File: src/rtl/bitmap_rotate_90_1bpp_core_assert.svh
// Assertion macros for the rotating frame store.
`ifndef BITMAP_ROTATE_90_1BPP_CORE_ASSERT_SVH
`define BITMAP_ROTATE_90_1BPP_CORE_ASSERT_SVH

// Same-cycle implication.
`define BRR_ASSERT_IMP(label, clk, rst_n, ante, cons, msg) \
  label: assert property (@(posedge clk) disable iff (!rst_n) (ante) |-> (cons)) \
    else $error(msg);

// Next-cycle implication.
`define BRR_ASSERT_NEXT(label, clk, rst_n, ante, cons, msg) \
  label: assert property (@(posedge clk) disable iff (!rst_n) (ante) |=> (cons)) \
    else $error(msg);

`endif

File: src/rtl/brr_pkg.sv
// Shared types and constants for the rotating 1bpp frame store.
`timescale 1ns / 1ps

package brr_pkg;

  localparam int LANES  = 8;
  localparam int ROW_W  = 10;
  localparam int BCOL_W = 7;
  localparam int BYTE_W = 8;

  localparam logic CMD_WRITE = 1'b0;
  localparam logic CMD_READ  = 1'b1;

  localparam logic [BYTE_W-1:0] WHITE_BYTE = 8'hFF;
  localparam logic [BYTE_W-1:0] MSB_MASK   = 8'h80;

  // One captured input item.
  typedef struct packed {
    logic              command;
    logic [ROW_W-1:0]  row;
    logic [BCOL_W-1:0] byte_column;
    logic [BYTE_W-1:0] pixel_byte;
  } item_t;

  // Sequencer strobes to every lane.
  typedef struct packed {
    logic clr;   // clearing pass write
    logic calc;  // latch lane address and bit
    logic rd;    // issue RAM read
    logic wr;    // write back modified byte
    logic ok;    // item is in range
  } lane_ctl_t;

endpackage

File: src/rtl/brr_merge.sv
// Picks the bank that holds the read row; out-of-range reads give white.
`timescale 1ns / 1ps

module brr_merge (
  input  logic [brr_pkg::BYTE_W-1:0] lane_bytes [brr_pkg::LANES],
  input  logic [2:0]                 sel,
  input  logic                       ok,
  output logic [brr_pkg::BYTE_W-1:0] merged
);

  import brr_pkg::*;

  always_comb begin
    merged = ok ? lane_bytes[sel] : WHITE_BYTE;
  end

endmodule
File: config.mk
export PLATFORM = sky130hd
export DESIGN_NAME = brr_merge
export DESIGN_NICKNAME = d
export VERILOG_FILES = /design/src/rtl/bitmap_rotate_90_1bpp_core_assert.svh /design/src/rtl/brr_pkg.sv /design/src/rtl/brr_merge.sv
export SDC_FILE = /design/constraint.sdc
export NUM_CORES = 1
export LEC_CHECK = 0
export BUFFER_PORTS_ARGS = -buffer_cell sky130_fd_sc_hd__clkbuf_2
export CORE_ASPECT_RATIO = 0.8
export CORE_MARGIN = 4
export CORE_UTILIZATION = 38
export DETAILED_ROUTE_END_ITERATION = 10
export GPL_TIMING_DRIVEN = 0
export PLACE_DENSITY = 0.91
export REMOVE_ABC_BUFFERS = 1
export SLEW_MARGIN = 0
export SYNTH_ARGS = -nofsm -noshare
export SYNTH_HDL_FRONTEND = slang
export SYNTH_SLANG_ARGS = --single-unit
File: constraint.sdc
create_clock -name vclk -period 4.02
set_clock_uncertainty 0.05 [all_clocks]
set_input_delay 0.804 -clock vclk [all_inputs]
set_output_delay 0.804 -clock vclk [all_outputs]
set_load 0.1 [all_outputs]
==> results by group <==
Run status
  – Outcome: completed

Place
  – Cells after DPL: 157
  – Final GP Congestion: around 0.64
  – IO buf count: 76
  – HPWL Detailed: 1843 µm
  – Pre-CTS WS: 573.9 ps
  – Placed inst area: 958.4 µm²

Drt
  – Initial DRC count: 3
  – WL per Instance: 13.18 µm
  – DRC: 0
  – WL final: 2070 µm
  – ANT nets after route: 0
  – Vias: slightly below 800
  – DR vias/cell: approximately 5.0
  – DRT Pass-1 Iters: 2

Logic synthesis
  – Area leader, netlist: mux2i_1
  – Post-synth top area share: 24.90%
  – Ranking of synthesized cells by area: mux2i_1, mux2_4, a22o_1
  – Post-Syn Area: 643.1 µm²
  – Cells after Synth: 66
  – Register area share after synthesis: 0%
  – Syn Area/Cell: 9.744 µm²
  – Ys Warns: 0
  – Cell variety after synth: 15

Die
  – Initial Util: 43.27%
  – DIE AREA: 2419 µm²
  – Number of cell rows: 12
  – Die Y: 44.80 µm
  – # IOs: 76
  – Placeable Area: 1486 µm²
  – Die X: 54.00 µm

Finish
  – Most frequent cells in the layout: clkbuf_2, mux2i_1, mux2_4, o22ai_1, o21ai_1
  – Filler cell count: about 130
  – Sequential cell count: 0
  – Final Util: approximately 64%
  – Post-route cell area: 958.4 µm²
  – Share of layout cells above drive strength 1: 64.71%
  – Finished Layout Cells: between 150 and 200
  – Area Growth Syn to Fin: 49.03%
  – Area of the multi-input gates: 551.8 µm²
  – Reg area: 0 µm²
  – CLK BUF: 0
  – Commonest non-fill, non-tap cell in the layout: clkbuf_2
  – Fin nets: 206
  – Number of diodes: 0

CTS
  – Hold_buf cts: 0
  – Setup Fix Bufs, Post-CTS: 0
  – Cts repair resizes: 0

Global route
  – Vias in the first global route: 761
  – Gr usage total: 15.58%
  – Largest net degree at the start of global routing: 33
  – First-pass GRT wire length: slightly below 3000 µm
  – Remaining Overflow, GRT: 0
  – Antenna violations before repair: 0

Setup path
  – CP max-delay cell: clkbuf_2
  – CP Class: in2out
  – Critical Path Source Type: primary input
  – Slowest stage delay, CP: 700 ps
  – Most used cell, CP: clkbuf_2
  – CP required: 3170 ps
  – Crit-path cells: clkbuf_2 -> mux2i_1 -> a22o_1 -> o21ai_1 -> clkbuf_2
  – Endpoint type of the worst setup path: output pin
  – Worst-path fanout max: 32
  – Worst Path Arrival: approximately 2600 ps

Power
  – Leak: approximately 0.56 nW
  – VDD IR max: between 0.0001 and 0.00015 V
  – Tot Pwr: about 0.15 mW
  – Pwr per Cell Area: 152.2 nW/µm²

Timing
  – Final period utilization: 85.45%
  – Fin. max-slew vios: 0
  – Max_slew headroom: 36.58%
  – Hold Slack: 2149 ps
  – Final hold violation count: 0
  – Final setup vio count: 0
  – Fmax: 291.1 MHz
  – Worst-Margin Slew: around 950 ps
  – Final setup TNS: 0 ps
  – Post-route worst setup slack: 585.0 ps
  – Fin crit period: about 3400 ps
  – RSZ-0062 raised after global routing: no

Flow run
  – Max Cap Violations: 0

Worst hold path
  – Min-Delay Path Class: in2out
==> power by group <==
part           internal, mW  total (mW)  switching (mW)  leakage [nW]
Sequential                0           0               0             0
Clock                     0           0               0             0
Combinational        0.0598       0.146          0.0861         0.562
Total                0.0598       0.146          0.0861         0.562
==> critical path: cells and delay by family <==
family | cells | cell delay, ps
AO/OA/AOI/OAI | 2 | 390
buffers and inverters | 2 | 1180
multiplexers | 1 | 190
==> area by class of cell <==
class	instances	area share [%]
tap	21	2.742
multi-input combinational	60	57.57
timing repair buffer	76	39.69
==> path summary, 6_finish.rpt <==
| check | from | endpoint | slack, ps | cells past startpoint |
|---|---|---|---|---|
| setup / recovery | sel[2] | merged[2] | 580 | 5 |
| hold / removal | ok | merged[7] | 2150 | 3 |
==> synth_stat cells <==
| master | number |
|---|---|
| nand2b_1 | 1 |
| mux2i_1 | 16 |
| buf_6 | 1 |
| o22ai_1 | 8 |
| buf_12 | 3 |
| nand2_1 | 1 |
| clkdlybuf4s18_2 | 2 |
| a22o_2 | 1 |
| nor2b_1 | 1 |
| a22o_1 | 7 |
| o21ai_1 | 8 |
| mux2_2 | 3 |
| mux2_1 | 5 |
| mux2_4 | 8 |
| nor2_1 | 1 |
==> cell families after synthesis <==
| family | Yosys count | share of synthesized area (%) |
|---|---|---|
| compound gates | 24 | 25.10 |
| buf+inv | 6 | 14.20 |
| mux | 32 | 57.59 |
| simple gates | 4 | 3.113 |
==> metal layers <==
metal	wire (µm)	GRT usage [%]	vias up
li1	-	-	406
met1	740	16.86	327
met2	998	32.37	48
met3	331	2.970	0
met4	0	0	0
met5	0	0	-
Note: power is estimated with default switching activity, not from simulation.
